===== config.mk =====
export PLATFORM = sky130hd
export DESIGN_NAME = multi_input_debounce_edge_latch_core
export DESIGN_NICKNAME = d
export VERILOG_FILES = /design/src/rtl/core/mdel_pkg.sv /design/src/rtl/core/mdel_fifo.sv /design/src/rtl/core/mdel_front.sv /design/src/rtl/core/mdel_back.sv /design/src/rtl/core/multi_input_debounce_edge_latch_core.sv
export SDC_FILE = /design/constraint.sdc
export NUM_CORES = 2
export LEC_CHECK = 0
export BUFFER_PORTS_ARGS = -buffer_cell sky130_fd_sc_hd__buf_2
export CORE_MARGIN = 2
export CORE_UTILIZATION = 50
export CTS_CLUSTER_DIAMETER = 100
export DETAILED_ROUTE_END_ITERATION = 8
export GPL_ROUTABILITY_DRIVEN = 0
export PLACE_DENSITY = 0.68
export SYNTH_ARGS = -nofsm -noshare
export SYNTH_HDL_FRONTEND = slang
export SYNTH_SLANG_ARGS = --single-unit

===== constraint.sdc =====
create_clock -name clk -period 7.4 [get_ports clk]
set_clock_uncertainty 0.2 [all_clocks]
set_input_delay 0.37 -clock clk [delete_from_list [all_inputs] [get_ports clk]]
set_output_delay 0.37 -clock clk [all_outputs]
set_load 0.005 [all_outputs]

===== src/rtl/core/mdel_pkg.sv =====
package mdel_pkg;

	localparam int LEVEL_W        = 9;
	localparam int TIME_W         = 32;
	localparam int FILT_W         = 16;
	localparam int OP_W           = 2;
	localparam int CH_W           = 4;
	localparam int CFG_IDX_W      = 1;
	localparam int CFG_DATA_W     = 16;
	localparam int NUM_INPUTS_DEF = 9;
	localparam int CMD_FIFO_DEPTH = 2;

	localparam logic [FILT_W-1:0] FILTER_TIME_RESET = FILT_W'(50);

	localparam logic [OP_W-1:0] OP_SAMPLE   = 2'd0;
	localparam logic [OP_W-1:0] OP_GET_RISE = 2'd1;
	localparam logic [OP_W-1:0] OP_GET_FALL = 2'd2;
	localparam logic [OP_W-1:0] OP_CLEAR    = 2'd3;

	localparam logic [CFG_IDX_W-1:0] CFG_FILTER_TIME = 1'b0;
	localparam logic [CFG_IDX_W-1:0] CFG_INVERT_MASK = 1'b1;

	typedef enum logic [2:0] {
		CMD_NOP,
		CMD_SAMPLE,
		CMD_GET_RISE,
		CMD_GET_FALL,
		CMD_CLEAR
	} cmd_kind_t;

	typedef struct packed {
		cmd_kind_t           kind;
		logic [CH_W-1:0]     channel;
		logic [LEVEL_W-1:0]  pins;
		logic [TIME_W-1:0]   now;
	} cmd_t;

endpackage


===== src/rtl/core/mdel_fifo.sv =====
module mdel_fifo #(
	parameter int DEPTH = mdel_pkg::CMD_FIFO_DEPTH
) (
	input  logic          clk,
	input  logic          arst_n,
	input  logic          wr_en,
	input  mdel_pkg::cmd_t wr_data,
	output logic          full,
	input  logic          rd_en,
	output logic          valid,
	output mdel_pkg::cmd_t rd_data
);
	import mdel_pkg::*;

	localparam int PTR_W = (DEPTH > 1) ? $clog2(DEPTH) : 1;
	localparam int CNT_W = $clog2(DEPTH + 1);

	cmd_t             mem_q [DEPTH];
	logic [PTR_W-1:0] wr_ptr_q;
	logic [PTR_W-1:0] rd_ptr_q;
	logic [CNT_W-1:0] count_q;
	logic             do_wr;
	logic             do_rd;

	assign full    = (count_q == CNT_W'(DEPTH));
	assign valid   = (count_q != '0);
	assign do_wr   = wr_en && !full;
	assign do_rd   = rd_en && valid;
	assign rd_data = mem_q[rd_ptr_q];

	always_ff @(posedge clk) begin
		if (do_wr) begin
			mem_q[wr_ptr_q] <= wr_data;
		end
	end

	always_ff @(posedge clk or negedge arst_n) begin
		if (!arst_n) begin
			wr_ptr_q <= '0;
			rd_ptr_q <= '0;
			count_q  <= '0;
		end else begin
			if (do_wr) begin
				wr_ptr_q <= (wr_ptr_q == PTR_W'(DEPTH - 1)) ? '0 : wr_ptr_q + 1'b1;
			end
			if (do_rd) begin
				rd_ptr_q <= (rd_ptr_q == PTR_W'(DEPTH - 1)) ? '0 : rd_ptr_q + 1'b1;
			end
			case ({do_wr, do_rd})
				2'b10:   count_q <= count_q + 1'b1;
				2'b01:   count_q <= count_q - 1'b1;
				default: count_q <= count_q;
			endcase
		end
	end

endmodule


===== src/rtl/core/mdel_front.sv =====
module mdel_front #(
	parameter int NUM_INPUTS = mdel_pkg::NUM_INPUTS_DEF
) (
	input  logic                         push,
	output logic                         full,
	input  logic [mdel_pkg::OP_W-1:0]    operation,
	input  logic [mdel_pkg::LEVEL_W-1:0] pin_levels,
	input  logic [mdel_pkg::TIME_W-1:0]  now_ms,
	input  logic [mdel_pkg::CH_W-1:0]    channel,
	input  logic                         cmd_full,
	output logic                         cmd_we,
	output mdel_pkg::cmd_t               cmd
);
	import mdel_pkg::*;

	logic in_range;

	// out-of-range channel turns a flag operation into a no-op
	assign in_range = ({1'b0, channel} < (CH_W + 1)'(NUM_INPUTS));
	assign full     = cmd_full;
	assign cmd_we   = push;

	always_comb begin
		cmd.channel = channel;
		cmd.pins    = pin_levels;
		cmd.now     = now_ms;
		case (operation)
			OP_SAMPLE:   cmd.kind = CMD_SAMPLE;
			OP_GET_RISE: cmd.kind = in_range ? CMD_GET_RISE : CMD_NOP;
			OP_GET_FALL: cmd.kind = in_range ? CMD_GET_FALL : CMD_NOP;
			OP_CLEAR:    cmd.kind = in_range ? CMD_CLEAR : CMD_NOP;
			default:     cmd.kind = CMD_NOP;
		endcase
	end

endmodule


===== src/rtl/core/mdel_back.sv =====
module mdel_back #(
	parameter int NUM_INPUTS = mdel_pkg::NUM_INPUTS_DEF
) (
	input  logic                              clk,
	input  logic                              arst_n,
	input  logic                              cfg_we,
	input  logic [mdel_pkg::CFG_IDX_W-1:0]    cfg_index,
	input  logic [mdel_pkg::CFG_DATA_W-1:0]   cfg_data,
	input  logic                              cmd_valid,
	input  mdel_pkg::cmd_t                    cmd,
	output logic                              cmd_rd,
	output logic                              empty,
	input  logic                              pop,
	output logic [mdel_pkg::LEVEL_W-1:0]      filtered_levels,
	output logic                              edge_seen
);
	import mdel_pkg::*;

	localparam int EXT_W = (NUM_INPUTS > LEVEL_W) ? NUM_INPUTS : LEVEL_W;

	logic [FILT_W-1:0]     filter_q;
	logic [LEVEL_W-1:0]    invert_q;
	logic [NUM_INPUTS-1:0] raw_q;
	logic [TIME_W-1:0]     stamp_q [NUM_INPUTS];
	logic [NUM_INPUTS-1:0] filt_q;
	logic [NUM_INPUTS-1:0] rise_q;
	logic [NUM_INPUTS-1:0] fall_q;

	logic [NUM_INPUTS-1:0] raw_nxt;
	logic [TIME_W-1:0]     stamp_nxt [NUM_INPUTS];
	logic [NUM_INPUTS-1:0] filt_nxt;
	logic [NUM_INPUTS-1:0] rise_nxt;
	logic [NUM_INPUTS-1:0] fall_nxt;
	logic                  seen_nxt;

	logic [EXT_W-1:0]      pins_ext;
	logic [EXT_W-1:0]      inv_ext;
	logic [EXT_W-1:0]      lv_ext;

	logic                  out_valid_q;
	logic [LEVEL_W-1:0]    out_levels_q;
	logic                  out_seen_q;
	logic                  advance;

	assign advance         = cmd_valid && (!out_valid_q || pop);
	assign cmd_rd          = advance;
	assign empty           = !out_valid_q;
	assign filtered_levels = out_levels_q;
	assign edge_seen       = out_seen_q;

	assign pins_ext = EXT_W'(cmd.pins);
	assign inv_ext  = EXT_W'(invert_q);
	assign lv_ext   = EXT_W'(filt_nxt);

	always_comb begin
		logic [TIME_W-1:0] age;
		logic              sel;
		raw_nxt  = raw_q;
		filt_nxt = filt_q;
		rise_nxt = rise_q;
		fall_nxt = fall_q;
		seen_nxt = 1'b0;
		for (int c = 0; c < NUM_INPUTS; c++) begin
			stamp_nxt[c] = stamp_q[c];
			age = cmd.now - stamp_q[c];
			sel = (cmd.channel == CH_W'(c));
			case (cmd.kind)
				CMD_SAMPLE: begin
					if (pins_ext[c] != raw_q[c]) begin
						raw_nxt[c]   = pins_ext[c];
						stamp_nxt[c] = cmd.now;
					end else if (age > TIME_W'(filter_q)) begin
						filt_nxt[c] = raw_q[c] ^ inv_ext[c];
					end
					if (!filt_nxt[c] && filt_q[c]) begin
						fall_nxt[c] = 1'b1;
					end else if (filt_nxt[c] && !filt_q[c]) begin
						rise_nxt[c] = 1'b1;
					end
				end
				CMD_GET_RISE: begin
					if (sel) begin
						seen_nxt    = rise_q[c];
						rise_nxt[c] = 1'b0;
					end
				end
				CMD_GET_FALL: begin
					if (sel) begin
						seen_nxt    = fall_q[c];
						fall_nxt[c] = 1'b0;
					end
				end
				CMD_CLEAR: begin
					if (sel) begin
						rise_nxt[c] = 1'b0;
						fall_nxt[c] = 1'b0;
					end
				end
				default: ;
			endcase
		end
	end

	always_ff @(posedge clk or negedge arst_n) begin
		if (!arst_n) begin
			filter_q <= FILTER_TIME_RESET;
			invert_q <= '0;
		end else if (cfg_we) begin
			case (cfg_index)
				CFG_FILTER_TIME: filter_q <= cfg_data;
				CFG_INVERT_MASK: invert_q <= cfg_data[LEVEL_W-1:0];
				default: ;
			endcase
		end
	end

	always_ff @(posedge clk or negedge arst_n) begin
		if (!arst_n) begin
			raw_q  <= '0;
			filt_q <= '0;
			rise_q <= '0;
			fall_q <= '0;
			for (int c = 0; c < NUM_INPUTS; c++) begin
				stamp_q[c] <= '0;
			end
		end else if (advance) begin
			raw_q  <= raw_nxt;
			filt_q <= filt_nxt;
			rise_q <= rise_nxt;
			fall_q <= fall_nxt;
			for (int c = 0; c < NUM_INPUTS; c++) begin
				stamp_q[c] <= stamp_nxt[c];
			end
		end
	end

	// result word register; refilled in the same cycle it is popped when a command waits
	always_ff @(posedge clk or negedge arst_n) begin
		if (!arst_n) begin
			out_valid_q <= 1'b0;
		end else if (advance) begin
			out_valid_q <= 1'b1;
		end else if (pop) begin
			out_valid_q <= 1'b0;
		end
	end

	always_ff @(posedge clk) begin
		if (advance) begin
			out_levels_q <= lv_ext[LEVEL_W-1:0];
			out_seen_q   <= seen_nxt;
		end
	end

endmodule


===== src/rtl/core/multi_input_debounce_edge_latch_core.sv =====
// A pushed word is written into the command queue, then processed into the result register.
// Throughput: one word per cycle while results are popped; the result register refills in the cycle it is popped.
// full rises only when the two-entry command queue holds two words while the result waits.
// Reset (arst_n low, asynchronous): filter time 50 ms, invert mask 0, all channel
// state and flags cleared, command queue and result register empty.
module multi_input_debounce_edge_latch_core #(
	parameter int NUM_INPUTS = mdel_pkg::NUM_INPUTS_DEF,
	parameter int CMD_DEPTH  = mdel_pkg::CMD_FIFO_DEPTH
) (
	input  logic                            clk,
	input  logic                            arst_n,
	input  logic                            cfg_we,
	input  logic [mdel_pkg::CFG_IDX_W-1:0]  cfg_index,
	input  logic [mdel_pkg::CFG_DATA_W-1:0] cfg_data,
	input  logic                            push,
	output logic                            full,
	input  logic [mdel_pkg::OP_W-1:0]       operation,
	input  logic [mdel_pkg::LEVEL_W-1:0]    pin_levels,
	input  logic [mdel_pkg::TIME_W-1:0]     now_ms,
	input  logic [mdel_pkg::CH_W-1:0]       channel,
	output logic                            empty,
	input  logic                            pop,
	output logic [mdel_pkg::LEVEL_W-1:0]    filtered_levels,
	output logic                            edge_seen
);
	import mdel_pkg::*;

	cmd_t front_cmd;
	cmd_t back_cmd;
	logic front_we;
	logic cmd_full;
	logic cmd_valid;
	logic cmd_rd;

	mdel_front #(
		.NUM_INPUTS (NUM_INPUTS)
	) u_front (
		.push       (push),
		.full       (full),
		.operation  (operation),
		.pin_levels (pin_levels),
		.now_ms     (now_ms),
		.channel    (channel),
		.cmd_full   (cmd_full),
		.cmd_we     (front_we),
		.cmd        (front_cmd)
	);

	mdel_fifo #(
		.DEPTH (CMD_DEPTH)
	) u_fifo (
		.clk     (clk),
		.arst_n  (arst_n),
		.wr_en   (front_we),
		.wr_data (front_cmd),
		.full    (cmd_full),
		.rd_en   (cmd_rd),
		.valid   (cmd_valid),
		.rd_data (back_cmd)
	);

	mdel_back #(
		.NUM_INPUTS (NUM_INPUTS)
	) u_back (
		.clk             (clk),
		.arst_n          (arst_n),
		.cfg_we          (cfg_we),
		.cfg_index       (cfg_index),
		.cfg_data        (cfg_data),
		.cmd_valid       (cmd_valid),
		.cmd             (back_cmd),
		.cmd_rd          (cmd_rd),
		.empty           (empty),
		.pop             (pop),
		.filtered_levels (filtered_levels),
		.edge_seen       (edge_seen)
	);

endmodule

==> impl_summary.txt <==
----------------------------------------------------
[Outcome]
  Result of the run ... completed

[Setup path]
  FF-to-FF End ... u_back.fall_q[3]$_DFFE_PN0P_
  Peak per-stage delay on the critical path ... roughly 0.7 ns
  Capturing instance or port of the critical path ... u_back.fall_q[3]$_DFFE_PN0P_
  R2R Path Start ... u_fifo.rd_ptr_q$_DFFE_PN0P_
  Data required time of the critical path ... about 7.7 ns
  Most prevalent standard cell on the critical path ... sky130_fd_sc_hd__nor2_1
  Master of the slowest instance on the critical path ... sky130_fd_sc_hd__dfrtp_4
  CP Launch Point ... u_fifo.rd_ptr_q$_DFFE_PN0P_
  Flop2flop setup slack ... 0.63 ns
  Worst EP arrival ... between 7 and 8 ns
  Depth of the most critical reg-to-reg path ... 25
  Worst-path fanout max ... 22
  Kind of critical path ... flip-flop to flip-flop
  Category of the worst setup path capture point ... flip-flop
  Type of element launching the critical path ... flip-flop

[Clocking]
  Clock input transition at the sequential cells of the worst setup and hold paths ... about 0.060 ns
  TritonCTS clock tree ... done
  Number of buffers on the longest clock path ... 3
  Clk Tree Root Cell ... sky130_fd_sc_hd__clkbuf_16
  Number of buffers inserted during clock tree synthesis ... 54
  Sink count of the clock tree ... 460
  # hold bufs at CTS ... 67
  Post-CTS setup-driven buffer insertion count ... 0
  CTS-repair resized insts ... 0
  Worst-Skew Late Latency ... ~0.65 ns
  H-Tree Depth ... 2

[Finish]
  Final instance area ... approximately 42000 um^2
  Net total in the final layout ... approximately 5200
  Syn-to-layout area delta ... 11.2%
  Most frequent cells in the layout ... 607 x sky130_fd_sc_hd__a21oi_1, 503 x sky130_fd_sc_hd__nor2_1, 424 x sky130_fd_sc_hd__ha_1
  Multi-input combinational cell area ... approximately 24000 um^2
  Register area ... between 10000 and 15000 um^2
  Share of final-layout standard cells stronger than drive strength 1 ... 0.0791
  Fill cell total of the finished layout ... 6814
  Total inserted antenna cells ... 0
  Leading cell type in the layout, fill and taps excluded ... sky130_fd_sc_hd__a21oi_1

[Place]
  Number of port buffers ... 80
  Area after detailed placement ... 39500 um^2
  Estimated wirelength of the detail-placed design ... between 80000 and 90000 um

[Synth]
  Number of synthesized register bits ... 460
  Share of flip-flops with an asynchronous set or reset after synthesis ... 0.770
  Number of distinct library cell variants in the gate-level netlist after synthesis ... 95
  Seq/Total Area, Yosys ... 0.319
  Post-synth EDFFs ... around 110
  Top_reg_cell synth ... sky130_fd_sc_hd__dfrtp_1
  Warning count from the yosys run ... 0
  Number of instances in the synthesized netlist ... between 4000 and 5000
  Syn Nets ... 5071
  Post-synthesis instance area ... 37800 um^2
  Post-Syn Area per Cell ... a little over 8 um^2

[Detailed routing]
  Met1 Routed Length ... around 50000 um
  Top sig layer ... met4
  Average detailed-routed wire length per instance ... just over 20 um
  First-pass iteration count of the detailed router ... 6
  Post-detailed-route via-to-cell ratio ... a little over 6
  Vias after detailed routing ... 34400
  Aggregate routed wire length ... ~120000 um
  Wire length on met2 ... slightly above 50000 um
  Met3 wire len ... a little over 8000 um
  Number of remaining DRC errors ... 0
  Detailed Route Iter0 Violations ... around 3100
  Remaining antenna violation count after routing ... 0

[Run]
  Max-cap viol count ... 0

[Min path]
  Worst Min Path Start ... cfg_index
  Worst hold path type ... input port to flip-flop

[Floorplanning]
  Die Span X ... 279 um
  Die Area ... ~80000 um^2
  Effective utilization at floorplan ... 0.506
  Area of the core region ... about 75000 um^2
  Height of the die ... 279 um
  Floorplan row count ... 100
  Count of pins on the block boundary ... between 80 and 90

[Timing]
  Fmax ... approximately 150 MHz
  Max-slew violation count ... 0
  Transition time at the pin with the least slew margin ... about 1.2 ns
  Time the final worst path needs with I/O delays and setup ... roughly 6.8 ns
  Post-route clock period utilization ... 0.915
  Accumulated negative setup slack ... 0 ns
  Setup violation total in the final timing report ... 0
  Number of failing hold endpoints at the final stage ... 0
  Max transition margin ... 0.182
  RSZ-0062 raised after global routing ... false

[GRT]
  Overflow left after global routing ... 0
  Global-route usage over all layers ... 0.298
  Maximum number of pins on one net before global-route repair ... 139
  Initial antenna violation count ... 0
  Vias in the first global route ... ~33000
  First-pass GRT wire length ... around 180000 um

----------------------------------------------------
[worst max-delay path, delay by kind of cell (launching register included)]
| family | cells | cell delay, ns |
|---|---|---|
| adder cells (fa/ha/maj) | 3 | 0.90 |
| AO/OA/AOI/OAI | 7 | 1.54 |
| multiplexers | 1 | 0.25 |
| flip-flops | 1 | 0.69 |
| buffers and inverters | 2 | 0.32 |
| AND/OR/NAND/NOR | 12 | 2.73 |
[cell type report]
type / count / share of cell area
multi-input combinational: 3539 / 0.562
timing repair buffer: 225 / 0.0403
sequential: 460 / 0.287
inverter: 414 / 0.0370
clock inverter: 31 / 0.00843
clock buffer: 70 / 0.0363
tap: 969 / 0.0289
[kinds of logic (layout without fill, tap and decap cells)]
| kind of cell | after synthesis | after routing | synth area share |
|---|---|---|---|
| and+or+nand+nor | 1361 | 1361 | 0.172 |
| xor gates and xnor gates | 176 | 176 | 0.0408 |
| muxes | 86 | 86 | 0.0237 |
| adders and majority gates | 433 | 433 | 0.145 |
| buffers and inverters | 570 | 740 | 0.0570 |
| AOI/OAI and AO/OA | 1483 | 1483 | 0.242 |
| DFF | 460 | 460 | 0.319 |
[flip-flops by register name (all words and copies together) (netlist names)]
| signal | count |
|---|---|
| u_back.inv_ext | 9 |
| u_back.filtered_levels | 9 |
| u_back.raw_q | 9 |
| u_back.out_valid_q | 1 |
| u_back.rise_q | 9 |
| u_fifo.mem_q | 96 |
| u_back.edge_seen | 1 |
| u_back.fall_q | 9 |
| u_fifo.wr_ptr_q | 1 |
| u_fifo.rd_ptr_q | 1 |
| u_back.filter_q | 16 |
| u_back.stamp_q | 288 |
| u_fifo.count_q | 2 |
| u_back.filt_q | 9 |
[per-stage QoR]
step,cells,util,hold slack [ns],worst slack (ns)
after floorplan,4569,-,-0.126,0.0358
after global placement,5540,0.529,0.217,0.794
after detailed placement,5540,0.529,0.219,0.688
after CTS,5708,0.563,0.0538,0.661
after global routing,5708,0.563,0.123,0.202
final,5708,0.563,0.0892,0.630
[worst min-delay path by stage]
stage,end,slack (ns),cells after the start
2_1_floorplan,u_back.fall_q[0]$_DFFE_PN0P_,-0.13,0
3_3_place_gp,u_back.stamp_q[117]$_DFFE_PN0P_,0.22,1
3_5_place_dp,u_back.stamp_q[115]$_DFFE_PN0P_,0.22,1
4_1_cts,u_back.filter_q[4]$_DFFE_PN1P_,0.05,5
5_1_grt,u_back.filter_q[5]$_DFFE_PN1P_,0.12,5
6_report,u_back.filter_q[4]$_DFFE_PN1P_,0.09,5
[routing by layer]
metal  global-route usage  vias to the layer above
met5                    0                        -
met1                0.390                    16200
met2                0.476                     1172
met4                0.159                        0
li1                     -                    16800
met3               0.0438                      281
[Yosys cell counts (60+ instances only)]
cell type,number,area share
sky130_fd_sc_hd__inv_1,384,0.038
sky130_fd_sc_hd__o21ai_0,274,0.036
sky130_fd_sc_hd__nand4_1,73,0.012
sky130_fd_sc_hd__clkbuf_1,138,0.014
sky130_fd_sc_hd__xnor2_1,107,0.025
sky130_fd_sc_hd__o21a_1,62,0.012
sky130_fd_sc_hd__edfxtp_1,106,0.084
sky130_fd_sc_hd__nor2_1,505,0.050
sky130_fd_sc_hd__dfrtp_1,351,0.23
sky130_fd_sc_hd__mux2i_1,68,0.018
sky130_fd_sc_hd__xor2_1,69,0.016
sky130_fd_sc_hd__ha_1,424,0.14
sky130_fd_sc_hd__nand2_1,311,0.031
sky130_fd_sc_hd__nor3_1,63,0.0083
sky130_fd_sc_hd__a21oi_1,607,0.080
sky130_fd_sc_hd__a21o_1,115,0.023
sky130_fd_sc_hd__nand2b_1,60,0.0099
sky130_fd_sc_hd__nand3_1,94,0.012
Power is left out: the tool's default activity adds up to more than one toggle a clock period on the data nets, which glitch-free logic cannot reach.
